$ cat config.mk
export PLATFORM = sky130hd
export DESIGN_NAME = waveform_roi_finder
export DESIGN_NICKNAME = d
export VERILOG_FILES = /design/src/rtl/core/wrf_pkg.sv /design/src/rtl/core/waveform_roi_finder.sv /design/src/rtl/core/wrf_roi_core.sv /design/src/rtl/core/wrf_res_fifo.sv
export SDC_FILE = /design/constraint.sdc
export NUM_CORES = 1
export LEC_CHECK = 0
export BUFFER_PORTS_ARGS = -buffer_cell sky130_fd_sc_hd__buf_2
export CORE_MARGIN = 2
export CORE_UTILIZATION = 40
export CTS_CLUSTER_SIZE = 30
export DETAILED_ROUTE_END_ITERATION = 10
export HOLD_SLACK_MARGIN = 0.05
export SLEW_MARGIN = 20
export SYNTH_ARGS = -nofsm -noshare
export SYNTH_HDL_FRONTEND = slang
export SYNTH_SLANG_ARGS = --single-unit
$ cat constraint.sdc
create_clock -name clk_i -period 16.87 [get_ports clk_i]
set_input_delay 1.687 -clock clk_i [delete_from_list [all_inputs] [get_ports clk_i]]
set_output_delay 1.687 -clock clk_i [all_outputs]
set_load 0.01 [all_outputs]
$ cat src/rtl/core/wrf_pkg.sv
// Shared types and constants of the waveform region-of-interest finder.
`timescale 1ns / 1ps

package wrf_pkg;

  // Longest waveform the block handles; the index fields are 12 bit wide.
  localparam int unsigned MAX_SAMPLES = 4096;
  localparam int unsigned LEN_MAX     = (MAX_SAMPLES < 4096) ? MAX_SAMPLES : 4096;

  localparam int unsigned SAMPLE_W = 20;
  localparam int unsigned THR_W    = 19;
  localparam int unsigned IDX_W    = 12;
  localparam int unsigned LEN_W    = 13;
  localparam int unsigned CFG_W    = 19;
  localparam int unsigned CFG_IDX_W = 3;

  localparam int unsigned RES_FIFO_DEPTH = 8;

  typedef enum logic [CFG_IDX_W-1:0] {
    CFG_START_THR = 3'd0,
    CFG_END_THR   = 3'd1,
    CFG_PRE_PAD   = 3'd2,
    CFG_POST_PAD  = 3'd3,
    CFG_SPW       = 3'd4
  } cfg_idx_e;

  typedef struct packed {
    logic [THR_W-1:0] start_thr;
    logic [THR_W-1:0] end_thr;
    logic [IDX_W-1:0] pre_pad;
    logic [IDX_W-1:0] post_pad;
    logic [LEN_W-1:0] spw;
  } cfg_t;

  typedef struct packed {
    logic [IDX_W-1:0] region_start;
    logic [IDX_W-1:0] region_end;
    logic             is_last;
    logic             no_region;
  } res_t;

  // Result write strobes from the step logic to the result queue.
  typedef struct packed {
    logic first;
    logic second;
  } push_t;

endpackage

$ cat src/rtl/core/waveform_roi_finder.sv
// Top level of the hysteresis region-of-interest finder for wire waveforms.
`timescale 1ns / 1ps
//
//  channel  | direction | handshake               | payload
//  ---------+-----------+-------------------------+--------------------------------
//  input    | in        | in_valid_i / in_stall_o | sample_i
//  output   | out       | out_valid_o/ out_stall_i| region_start_o, region_end_o,
//           |           |                         | is_last_o, no_region_o
//  config   | in        | cfg_we_i                | cfg_idx_i, cfg_wdata_i
//
//  One sample transfer per cycle while in_stall_o is low. A sample is captured
//  in an input register, runs through the region step logic in the next cycle
//  and its results land in the result queue. The last sample of a waveform may
//  produce two results; the queue drains one result per cycle while out_stall_i
//  is low, and in_stall_o rises while the queue holds more than FifoDepth - 4
//  entries, enough room for the item in flight and the next one.
//  Reset clears the tracking state and the queue and loads the register
//  defaults (length 4096, thresholds and pads zero); no clearing pass follows.
//
module waveform_roi_finder
  import wrf_pkg::*;
#(
  parameter int unsigned FifoDepth = RES_FIFO_DEPTH
) (
  input  logic                       clk_i,
  input  logic                       rst_ni,
  // sample stream
  input  logic                       in_valid_i,
  output logic                       in_stall_o,
  input  logic signed [SAMPLE_W-1:0] sample_i,
  // result stream
  output logic                       out_valid_o,
  input  logic                       out_stall_i,
  output logic [IDX_W-1:0]           region_start_o,
  output logic [IDX_W-1:0]           region_end_o,
  output logic                       is_last_o,
  output logic                       no_region_o,
  // register writes
  input  logic                       cfg_we_i,
  input  logic [CFG_IDX_W-1:0]       cfg_idx_i,
  input  logic [CFG_W-1:0]           cfg_wdata_i
);

  localparam int unsigned CntW = $clog2(FifoDepth + 1);

  cfg_t                       cfg_q;
  logic                       in_xfer;
  logic                       stage_vld_q;
  logic signed [SAMPLE_W-1:0] stage_smp_q;
  push_t                      push;
  res_t                       res0, res1, head;
  logic                       pop;
  logic [CntW-1:0]            fill;

  // Register writes: each register takes the low bits of the write data.
  always_ff @(posedge clk_i or negedge rst_ni) begin
    if (!rst_ni) begin
      cfg_q.start_thr <= '0;
      cfg_q.end_thr   <= '0;
      cfg_q.pre_pad   <= '0;
      cfg_q.post_pad  <= '0;
      cfg_q.spw       <= LEN_W'(4096);
    end else if (cfg_we_i) begin
      unique case (cfg_idx_i)
        CFG_START_THR: cfg_q.start_thr <= cfg_wdata_i[THR_W-1:0];
        CFG_END_THR:   cfg_q.end_thr   <= cfg_wdata_i[THR_W-1:0];
        CFG_PRE_PAD:   cfg_q.pre_pad   <= cfg_wdata_i[IDX_W-1:0];
        CFG_POST_PAD:  cfg_q.post_pad  <= cfg_wdata_i[IDX_W-1:0];
        CFG_SPW:       cfg_q.spw       <= cfg_wdata_i[LEN_W-1:0];
        default: ;
      endcase
    end
  end

  // Hold back new samples while the queue lacks room for four results.
  assign in_stall_o = (fill > CntW'(FifoDepth - 4));
  assign in_xfer    = in_valid_i && !in_stall_o;

  // Input register: capture the sample on transfer.
  always_ff @(posedge clk_i or negedge rst_ni) begin
    if (!rst_ni) begin
      stage_vld_q <= 1'b0;
    end else begin
      stage_vld_q <= in_xfer;
    end
  end

  always_ff @(posedge clk_i) begin
    if (in_xfer) begin
      stage_smp_q <= sample_i;
    end
  end

  wrf_roi_core u_core (
    .clk_i    (clk_i),
    .rst_ni   (rst_ni),
    .valid_i  (stage_vld_q),
    .sample_i (stage_smp_q),
    .cfg_i    (cfg_q),
    .push_o   (push),
    .res0_o   (res0),
    .res1_o   (res1)
  );

  // Advance the queue head on each result transfer.
  assign pop = out_valid_o && !out_stall_i;

  wrf_res_fifo #(
    .Depth (FifoDepth)
  ) u_fifo (
    .clk_i   (clk_i),
    .rst_ni  (rst_ni),
    .push_i  (push),
    .res0_i  (res0),
    .res1_i  (res1),
    .pop_i   (pop),
    .valid_o (out_valid_o),
    .head_o  (head),
    .count_o (fill)
  );

  assign region_start_o = head.region_start;
  assign region_end_o   = head.region_end;
  assign is_last_o      = head.is_last;
  assign no_region_o    = head.no_region;

`ifndef SYNTHESIS
  a_fill_bound : assert property (@(posedge clk_i) disable iff (!rst_ni)
    fill <= CntW'(FifoDepth))
    else $error("result queue overflow");

  a_pair_order : assert property (@(posedge clk_i) disable iff (!rst_ni)
    push.second |-> (push.first && !res0.is_last && res1.is_last))
    else $error("paired results out of order");

  a_empty_last : assert property (@(posedge clk_i) disable iff (!rst_ni)
    (out_valid_o && no_region_o) |-> is_last_o)
    else $error("empty marker without last flag");
`endif

endmodule

$ cat src/rtl/core/wrf_roi_core.sv
// Region tracking state and single-step hysteresis, padding and merge logic.
`timescale 1ns / 1ps

module wrf_roi_core
  import wrf_pkg::*;
(
  input  logic                       clk_i,
  input  logic                       rst_ni,
  input  logic                       valid_i,
  input  logic signed [SAMPLE_W-1:0] sample_i,
  input  cfg_t                       cfg_i,
  output push_t                      push_o,
  output res_t                       res0_o,
  output res_t                       res1_o
);

  logic [IDX_W-1:0] idx_q, idx_d;
  logic             open_q, open_d;
  logic [IDX_W-1:0] ostart_q, ostart_d;
  logic             pvalid_q, pvalid_d;
  logic [IDX_W-1:0] pstart_q, pstart_d;
  logic [IDX_W-1:0] pend_q, pend_d;

  logic [LEN_W-1:0] len;
  logic [IDX_W-1:0] last_idx;
  logic             last;
  logic             closed;
  logic [IDX_W-1:0] close_end;
  logic [LEN_W-1:0] hi_sum;
  logic [IDX_W-1:0] hi, lo;
  logic             merge;
  logic             emit_prev;
  res_t             prev_res, final_res;

  always_comb begin
    // Saturate the waveform length to the supported range.
    len = cfg_i.spw;
    if (len == '0) begin
      len = LEN_W'(1);
    end
    if (len > LEN_W'(LEN_MAX)) begin
      len = LEN_W'(LEN_MAX);
    end
    last_idx = IDX_W'(len - LEN_W'(1));
    last     = (idx_q >= last_idx);

    open_d    = open_q;
    ostart_d  = ostart_q;
    closed    = 1'b0;
    close_end = '0;
    if (!open_q) begin
      if (sample_i > $signed({1'b0, cfg_i.start_thr})) begin
        open_d   = 1'b1;
        ostart_d = idx_q;
      end
    end else if (sample_i < $signed({1'b0, cfg_i.end_thr})) begin
      closed    = 1'b1;
      close_end = idx_q;
      open_d    = 1'b0;
    end
    // Force an open region shut at the end of the waveform.
    if (!closed && open_d && last) begin
      closed    = 1'b1;
      close_end = last_idx;
      open_d    = 1'b0;
    end

    // Pad and clamp the closed region.
    hi_sum = {1'b0, close_end} + {1'b0, cfg_i.post_pad};
    hi     = (hi_sum > {1'b0, last_idx}) ? last_idx : hi_sum[IDX_W-1:0];
    lo     = (ostart_d > cfg_i.pre_pad) ? ostart_d - cfg_i.pre_pad : '0;
    if (lo > hi) begin
      lo = hi;
    end

    merge     = pvalid_q && (lo <= pend_q);
    emit_prev = closed && pvalid_q && !merge;
    prev_res  = '{region_start: pstart_q, region_end: pend_q, is_last: 1'b0,
                  no_region: 1'b0};

    pvalid_d = pvalid_q;
    pstart_d = pstart_q;
    pend_d   = pend_q;
    if (closed) begin
      if (merge) begin
        pend_d = hi;
      end else begin
        pvalid_d = 1'b1;
        pstart_d = lo;
        pend_d   = hi;
      end
    end

    if (pvalid_d) begin
      final_res = '{region_start: pstart_d, region_end: pend_d, is_last: 1'b1,
                    no_region: 1'b0};
    end else begin
      final_res = '{region_start: '0, region_end: '0, is_last: 1'b1,
                    no_region: 1'b1};
    end

    // The older region leaves first when both go out in one step.
    push_o.first  = valid_i && (emit_prev || last);
    push_o.second = valid_i && emit_prev && last;
    res0_o        = emit_prev ? prev_res : final_res;
    res1_o        = final_res;

    if (last) begin
      idx_d    = '0;
      open_d   = 1'b0;
      pvalid_d = 1'b0;
    end else begin
      idx_d = idx_q + IDX_W'(1);
    end
  end

  always_ff @(posedge clk_i or negedge rst_ni) begin
    if (!rst_ni) begin
      idx_q    <= '0;
      open_q   <= 1'b0;
      ostart_q <= '0;
      pvalid_q <= 1'b0;
      pstart_q <= '0;
      pend_q   <= '0;
    end else if (valid_i) begin
      idx_q    <= idx_d;
      open_q   <= open_d;
      ostart_q <= ostart_d;
      pvalid_q <= pvalid_d;
      pstart_q <= pstart_d;
      pend_q   <= pend_d;
    end
  end

endmodule

$ cat src/rtl/core/wrf_res_fifo.sv
// Result queue: up to two writes and one read per cycle.
`timescale 1ns / 1ps

module wrf_res_fifo
  import wrf_pkg::*;
#(
  parameter int unsigned Depth = RES_FIFO_DEPTH
) (
  input  logic                         clk_i,
  input  logic                         rst_ni,
  input  push_t                        push_i,
  input  res_t                         res0_i,
  input  res_t                         res1_i,
  input  logic                         pop_i,
  output logic                         valid_o,
  output res_t                         head_o,
  output logic [$clog2(Depth+1)-1:0]   count_o
);

  localparam int unsigned PtrW = $clog2(Depth);
  localparam int unsigned CntW = $clog2(Depth + 1);

  res_t            mem_q [Depth];
  logic [PtrW-1:0] wr_q, wr_d, wr_nx, rd_q, rd_d;
  logic [CntW-1:0] cnt_q, cnt_d;
  logic [CntW-1:0] n_push;

  function automatic logic [PtrW-1:0] ptr_inc(input logic [PtrW-1:0] p);
    return (p == PtrW'(Depth - 1)) ? '0 : p + PtrW'(1);
  endfunction

  always_comb begin
    wr_nx  = ptr_inc(wr_q);
    n_push = CntW'(push_i.first) + CntW'(push_i.second);
    wr_d   = wr_q;
    if (push_i.second) begin
      wr_d = ptr_inc(wr_nx);
    end else if (push_i.first) begin
      wr_d = wr_nx;
    end
    rd_d  = pop_i ? ptr_inc(rd_q) : rd_q;
    cnt_d = cnt_q + n_push - CntW'(pop_i);
  end

  always_ff @(posedge clk_i) begin
    if (push_i.first) begin
      mem_q[wr_q] <= res0_i;
    end
    if (push_i.second) begin
      mem_q[wr_nx] <= res1_i;
    end
  end

  always_ff @(posedge clk_i or negedge rst_ni) begin
    if (!rst_ni) begin
      wr_q  <= '0;
      rd_q  <= '0;
      cnt_q <= '0;
    end else begin
      wr_q  <= wr_d;
      rd_q  <= rd_d;
      cnt_q <= cnt_d;
    end
  end

  assign valid_o = (cnt_q != '0);
  assign head_o  = mem_q[rd_q];
  assign count_o = cnt_q;

endmodule

==> run_results.csv, run 1 <==
group,metric,value,unit
outcome,status,"completed",
logic_synthesis,avgSynthCellArea,11.5,um^2
die,core_area,51600,um^2
job,drv_cap,0,
logic_synthesis,netlist_area,21000,um^2
global_routing,track_usage,22.2,%
timing,finalCritPeriodShare,86.7,%
logic_synthesis,synth-seq-area-share,48.5,%
logic_synthesis,ys_types,103,
routing,wl_met1,25.5,mm
timing,maxSlewHeadroom,30.5,%
critical_path,critPathMaxFanout,20,
routing,route.met3.wl,4.17,mm
cts,clockBufferDepth,3,
critical_path,endpoint,"u_fifo.mem_q[1][17]",
timing,max_freq,68.4,MHz
routing,vias_per_cell,5.95,
die,dieHeight,233,um
routing,highest_layer,"met4",
pwr,finalPower,4440,uW
die,die_w,233,um
cells_and_area,fin_area,23500,um^2
critical_path,critPathLaunchType,"flip-flop",
die,io_pins,75,
timing,fin_skew,0.0358,ns
logic_synthesis,synth_top_area_share,31.5,%
hold_path,whs_path_depth,2,
placed_design,gp_congestion,0.896,
logic_synthesis,synth_largest_area_cell,"edfxtp_1",
cts,ctsHoldBuffers,0,
global_routing,grt_pass1_vias,15400,
routing,wl,59.0,mm
routing,wire_per_inst,22.8,um
cts,cts_max_level,2,
timing,setup-tns-final,0,ns
critical_path,cp_slowest_cell,"o21ai_0",
placed_design,dp_hpwl,41.8,mm
die,start_util,40.6,%
die,die_area,54300,um^2
global_routing,overflow,0,
logic_synthesis,yosysMostFrequentCell,"edfxtp_1",
cells_and_area,area_delta_synth_final,11.9,%
timing,hold_viol,0,
global_routing,grt_start_max_net_pins,74,
logic_synthesis,synth_warnings,0,
logic_synthesis,netlist_instances,1826,
placed_design,place_area,22000,um^2
critical_path,critical_path_class,"reg -> reg",
cells_and_area,layout-drive-gt1-share,20.0,%
routing,drt-pass1-iter-count,8,
pwr,power.leakage,0.00889,uW
critical_path,required,17.11,ns
die,rows,83,
cells_and_area,nFillCells,4705,
cts,cts_tree,"done",
timing,setup_viol,0,
logic_synthesis,synthArstFlopShare,37.4,%
logic_synthesis,yosys-top-cells-area,"edfxtp_1 (32%), dfrtp_1 (16%), ha_1 (7.3%)",
critical_path,ff2ff_setup_slack,2.25,ns
routing,drc,0,
timing,period_needed,14.62,ns
cells_and_area,diodes,0,
logic_synthesis,ys_ff_latch,364,
critical_path,crit_arrival,14.86,ns
timing,worst_pin_slew,1.04,ns
routing,met2_length,27.3,mm
placed_design,dp_slack,2.43,ns
routing,ant_nets,0,
global_routing,antenna_found_initial,0,
logic_synthesis,synth_top_flop_cell,"edfxtp_1",
critical_path,endpoint_kind,"flip-flop",
pwr,pwr_density_cell,189,nW/um^2
placed_design,port_buffers,74,
cts,root_buffer,"clkbuf_16",
pwr,irDropWorstVdd,0.122,mV
timing,finalMaxSlewViolations,0,
cts,post_cts_buffers,0,
cts,clk_pin_slew,0.06,ns
cts,clock-sinks,364,
logic_synthesis,synth-edff-count,220,
cts,ctsResizeCount,0,
timing,setup_ws,2.25,ns
hold_path,hp-class,"reg -> reg",
routing,drt_first_iter_violations,1383,
critical_path,reg2regPathDepth,52,
cells_and_area,fin_nets,2052,
cts,clk_latency,0.59,ns
timing,holdWs,0.478,ns
critical_path,r2r-end,"u_fifo.mem_q[1][17]",
global_routing,grt_pass1_wl,92.1,mm
critical_path,rr_startpoint,"cfg_q[7]",
critical_path,cpMostUsedCell,"ha_1",
routing,vias,15400,
timing,rsz0062_at_grt,"no",
cts,numCtsBuffers,43,
logic_synthesis,syn_nets,1999,
logic_synthesis,synth_top_cells_by_count,"edfxtp_1 (220), nand2_1 (160), dfrtp_1 (135)",
critical_path,worst_path_largest_cell_delay,0.68,ns
critical_path,startpoint,"cfg_q[7]",
-- stage by stage --
step                util [%]  cells
floorplan                  -   1826
global placement        42.7   2514
detailed placement      42.7   2514
CTS                     45.4   2593
global route            45.4   2593
finish                  45.4   2593
-- layout by cell type, fill, tap and decap left out, types with 43 or more instances in the layout --
master	n
mux4_2	52
ha_1	123
o21ai_0	115
a22o_1	71
dfrtp_1	132
mux2_2	71
buf_2	73
clkbuf_16	43
nor2_1	116
inv_1	107
nand2_1	159
edfxtp_1	220
o22ai_1	105
a21oi_1	61
-- sequential cells by signal (all words and copies together), names as in the netlist --
name,cells
u_fifo.rd_q,3
u_core.idx_q,12
u_core.open_q,1
stage_vld_q,1
u_core.ostart_q,12
u_core.pvalid_q,1
cfg_q,75
stage_smp_q,20
u_fifo.mem_q,208
u_core.pend_q,12
u_fifo.wr_q,3
u_fifo.count_o,4
u_core.pstart_q,12
-- logic make-up (layout without fill, tap and decap cells) --
logic type,Yosys count,count (layout),synth area share [%]
AO/OA/AOI/OAI,519,519,18.0
XOR/XNOR,31,31,1.30
adder cells (fa/ha/maj),126,126,7.63
buffers and inverters,202,289,3.94
flip-flops,364,364,48.5
multiplexers,139,139,10.5
AND/OR/NAND/NOR,445,445,10.1
-- cell type report --
cell class                 instances  area, um^2  area share [%]
timing repair buffer             103         594            2.53
inverter                         107         402            1.71
clock inverter                    24         289            1.23
tap                              680         851            3.63
clock buffer                      55        1140            4.87
sequential                       364       10200            43.4
multi-input combinational       1260       10000            42.6
-- report_power, final --
group          leakage (uW)  total [uW]  internal (uW)  switching (uW)
clock              0.000697         956            562             394
sequential          0.00366        1200           1060             146
combinational       0.00453        2280            886            1400
-- critical path: cells and delay by family (launching register included) --
family	cells	cell delay (ns)
xor gates and xnor gates	2	0.60
and+or+nand+nor	13	2.89
adders and majority gates	6	1.81
buffers and inverters	5	1.00
muxes	1	0.49
DFF	1	0.47
AOI/OAI and AO/OA	25	7.00
-- worst min-delay path by stage --
stage | from | endpoint
finish | u_fifo.mem_q[6][1] | u_fifo.mem_q[6][1]
global route | u_fifo.mem_q[7][1] | u_fifo.mem_q[7][1]
CTS | u_fifo.mem_q[7][1] | u_fifo.mem_q[7][1]
detailed placement | u_fifo.mem_q[3][1] | u_fifo.mem_q[3][1]
global placement | u_fifo.mem_q[1][1] | u_fifo.mem_q[1][1]
floorplan | u_fifo.mem_q[4][1] | u_fifo.mem_q[4][1]
-- routing by layer --
metal | vias up | track usage [%]
met3 | 127 | 2.99
met5 | - | 0
met4 | 0 | 8.06
li1 | 7030 | -
met1 | 7614 | 30.7
met2 | 659 | 35.6
(Power assumes the default switching activity.)
==> inputs of run 2 (changes only) <==
Settings changed: CORE_MARGIN 2 to not set.
==> run 2 against run 1 <==
  * Global-route usage grew 0.44 points
  * Highest routed layer unchanged
  * Cell count is 0.23% lower
  * Largest power group unchanged
  * Sequential share of layout area about the same
  * Power fell by 0.37%
==> run_results.csv, run 2 (synthesis results as in run 1) <==
group,metric,value,unit
placed_design,dp_hpwl,41.5,mm
cts,ctsResizeCount,0,
die,die_area,53300,um^2
cells_and_area,fin_nets,2047,
cells_and_area,mostFrequentLayoutCells,"edfxtp_1 (220), nand2_1 (156), dfrtp_1 (132)",
timing,maxSlewHeadroom,29.8,%
cells_and_area,fin_cells,2587,
pwr,switching_power,1920,uW
global_routing,grt_pass1_wl,92.0,mm
cts,clock-sinks,364,
routing,ant_nets,0,
pwr,pwr_density_cell,189,nW/um^2
cts,post_cts_buffers,0,
critical_path,required,17.31,ns
routing,drc,0,
cells_and_area,fin_util,45.5,%
timing,setup_viol,0,
timing,finalCritPeriodShare,87.9,%
critical_path,critPathMaxFanout,17,
cells_and_area,area_delta_synth_final,11.8,%
routing,drt_first_iter_violations,1313,
die,rows,83,
critical_path,endpoint_kind,"flip-flop",
job,drv_cap,0,
global_routing,grt_pass1_vias,15500,
global_routing,grtUsageMet1,29.8,%
global_routing,busiest_layer,"met2",
critical_path,cp_slowest_cell,"nand3_1",
cells_and_area,largest_reg_flops,208,
cts,cts_max_level,2,
global_routing,grtUsageMet2,36.8,%
global_routing,overflow,0,
pwr,internal-power,2510,uW
routing,vias_per_cell,5.89,
routing,wl,59.5,mm
critical_path,crit_arrival,15.27,ns
cells_and_area,final_common_cell,"edfxtp_1",
placed_design,dp.cells,2509,
cts,cts_tree,"done",
cts,numCtsBuffers,43,
pwr,power.leakage,0.00886,uW
global_routing,met3_usage,3.87,%
die,start_util,40.7,%
cts,ctsHoldBuffers,0,
timing,finalMaxSlewViolations,0,
placed_design,port_buffers,74,
global_routing,track_usage,22.6,%
cells_and_area,top_register,"u_fifo.mem_q",
global_routing,grt_start_max_net_pins,83,
cts,root_buffer,"clkbuf_16",
critical_path,cpMostUsedCell,"ha_1",
pwr,p_clk_share,21.3,%
cts,clockBufferDepth,3,
placed_design,place_area,22000,um^2
critical_path,critPathLaunchType,"flip-flop",
cts,clk_latency,0.57,ns
cells_and_area,fin_area,23400,um^2
cts,clk_pin_slew,0.06,ns
die,core_area,51500,um^2
routing,wire_per_inst,23.0,um
global_routing,antenna_found_initial,0,
timing,fin_skew,0.0245,ns
timing,period_needed,14.84,ns
cells_and_area,diodes,0,
timing,rsz0062_at_grt,"no",
hold_path,hp-class,"reg -> reg",
routing,drt-pass1-iter-count,7,
die,die_w,231,um
placed_design,gp_congestion,0.931,
pwr,p_seq_share,28.0,%
die,dieHeight,231,um
die,io_pins,75,
outcome,status,"completed",
timing,setup-tns-final,0,ns
critical_path,ff2ff_setup_slack,2.03,ns
pwr,combPwrFrac,50.7,%
timing,max_freq,67.4,MHz
cells_and_area,layout-drive-gt1-share,19.7,%
timing,holdWs,0.469,ns
pwr,irDropWorstVdd,0.125,mV
critical_path,critical_path_class,"reg -> reg",
cells_and_area,largest_registers,"u_fifo.mem_q (208), cfg_q (75), stage_smp_q (20)",
timing,worst_pin_slew,1.05,ns
timing,hold_viol,0,
pwr,swShare,43.3,%
cells_and_area,nFillCells,4778,
critical_path,worst_path_largest_cell_delay,0.83,ns
routing,vias,15200,
==> run 2: cell types whose count changed in the layout (fill, tap and decap cells not counted), moves of 2 or more <==
cell / change
buf_4: -5
clkbuf_8: +6
clkinv_2: -5
clkinv_8: +2
inv_6: -6
nand2_2: +3
nand2_1: -3
clkinv_1: +3
==> run 2: layout make-up <==
cell class | count | area (um^2) | area share, %
Clock buffer | 62 | 1230 | 5.24
Timing Repair Buffer | 98 | 557 | 2.38
Multi-Input combinational cell | 1260 | 10000 | 42.7
Sequential cell | 364 | 10200 | 43.4
Inverter | 107 | 402 | 1.71
Tap cell | 680 | 851 | 3.63
Clock inverter | 16 | 206 | 0.881
==> run 2: critical path, delay by kind of cell (launching register included) <==
| kind | cells | cell delay, ns |
|---|---|---|
| xor gates and xnor gates | 2 | 0.60 |
| buffers and inverters | 4 | 0.67 |
| and+or+nand+nor | 11 | 2.85 |
| adders and majority gates | 6 | 1.83 |
| muxes | 2 | 0.98 |
| DFF | 1 | 0.46 |
| AOI/OAI and AO/OA | 23 | 7.30 |
==> run 2: power groups by stage <==
stage	registers [uW]	logic (uW)	clock network [uW]
finish	1240	2240	943
global route	1260	2460	992
CTS	1240	2240	961
detailed placement	1260	2230	0
global placement	1250	2190	0
floorplan	1120	1700	0
==> run 2: worst paths after layout <==
| check | cells past startpoint | start | end |
|---|---|---|---|
| worst max-delay path | 48 | cfg_q[7] | u_fifo.mem_q[7][18] |
| min in group asynchronous | 1 | rst_ni | cfg_q[18] |
| worst min-delay path | 2 | u_fifo.mem_q[6][1] | u_fifo.mem_q[6][1] |
| worst max register to register | 48 | cfg_q[7] | u_fifo.mem_q[7][18] |
| worst min register to register | 2 | u_fifo.mem_q[6][1] | u_fifo.mem_q[6][1] |
| max in group asynchronous | 2 | rst_ni | u_fifo.rd_q[1] |
==> run 2: per-stage QoR <==
| stage | worst slack, ns | power [uW] |
|---|---|---|
| detailed placement | 2.22 | 3490 |
| global placement | 2.58 | 3440 |
| global route | 0.898 | 4710 |
| CTS | 2.12 | 4440 |
| floorplan | 4.43 | 2820 |
| finish | 2.03 | 4420 |
==> run 2: routing by layer <==
| layer | share of wire [%] | wire length [um] |
|---|---|---|
| met2 | 47 | 28100 |
| met1 | 43 | 25500 |
| met5 | 0 | 0 |
| met3 | 6.2 | 3680 |
| met4 | 3.8 | 2290 |
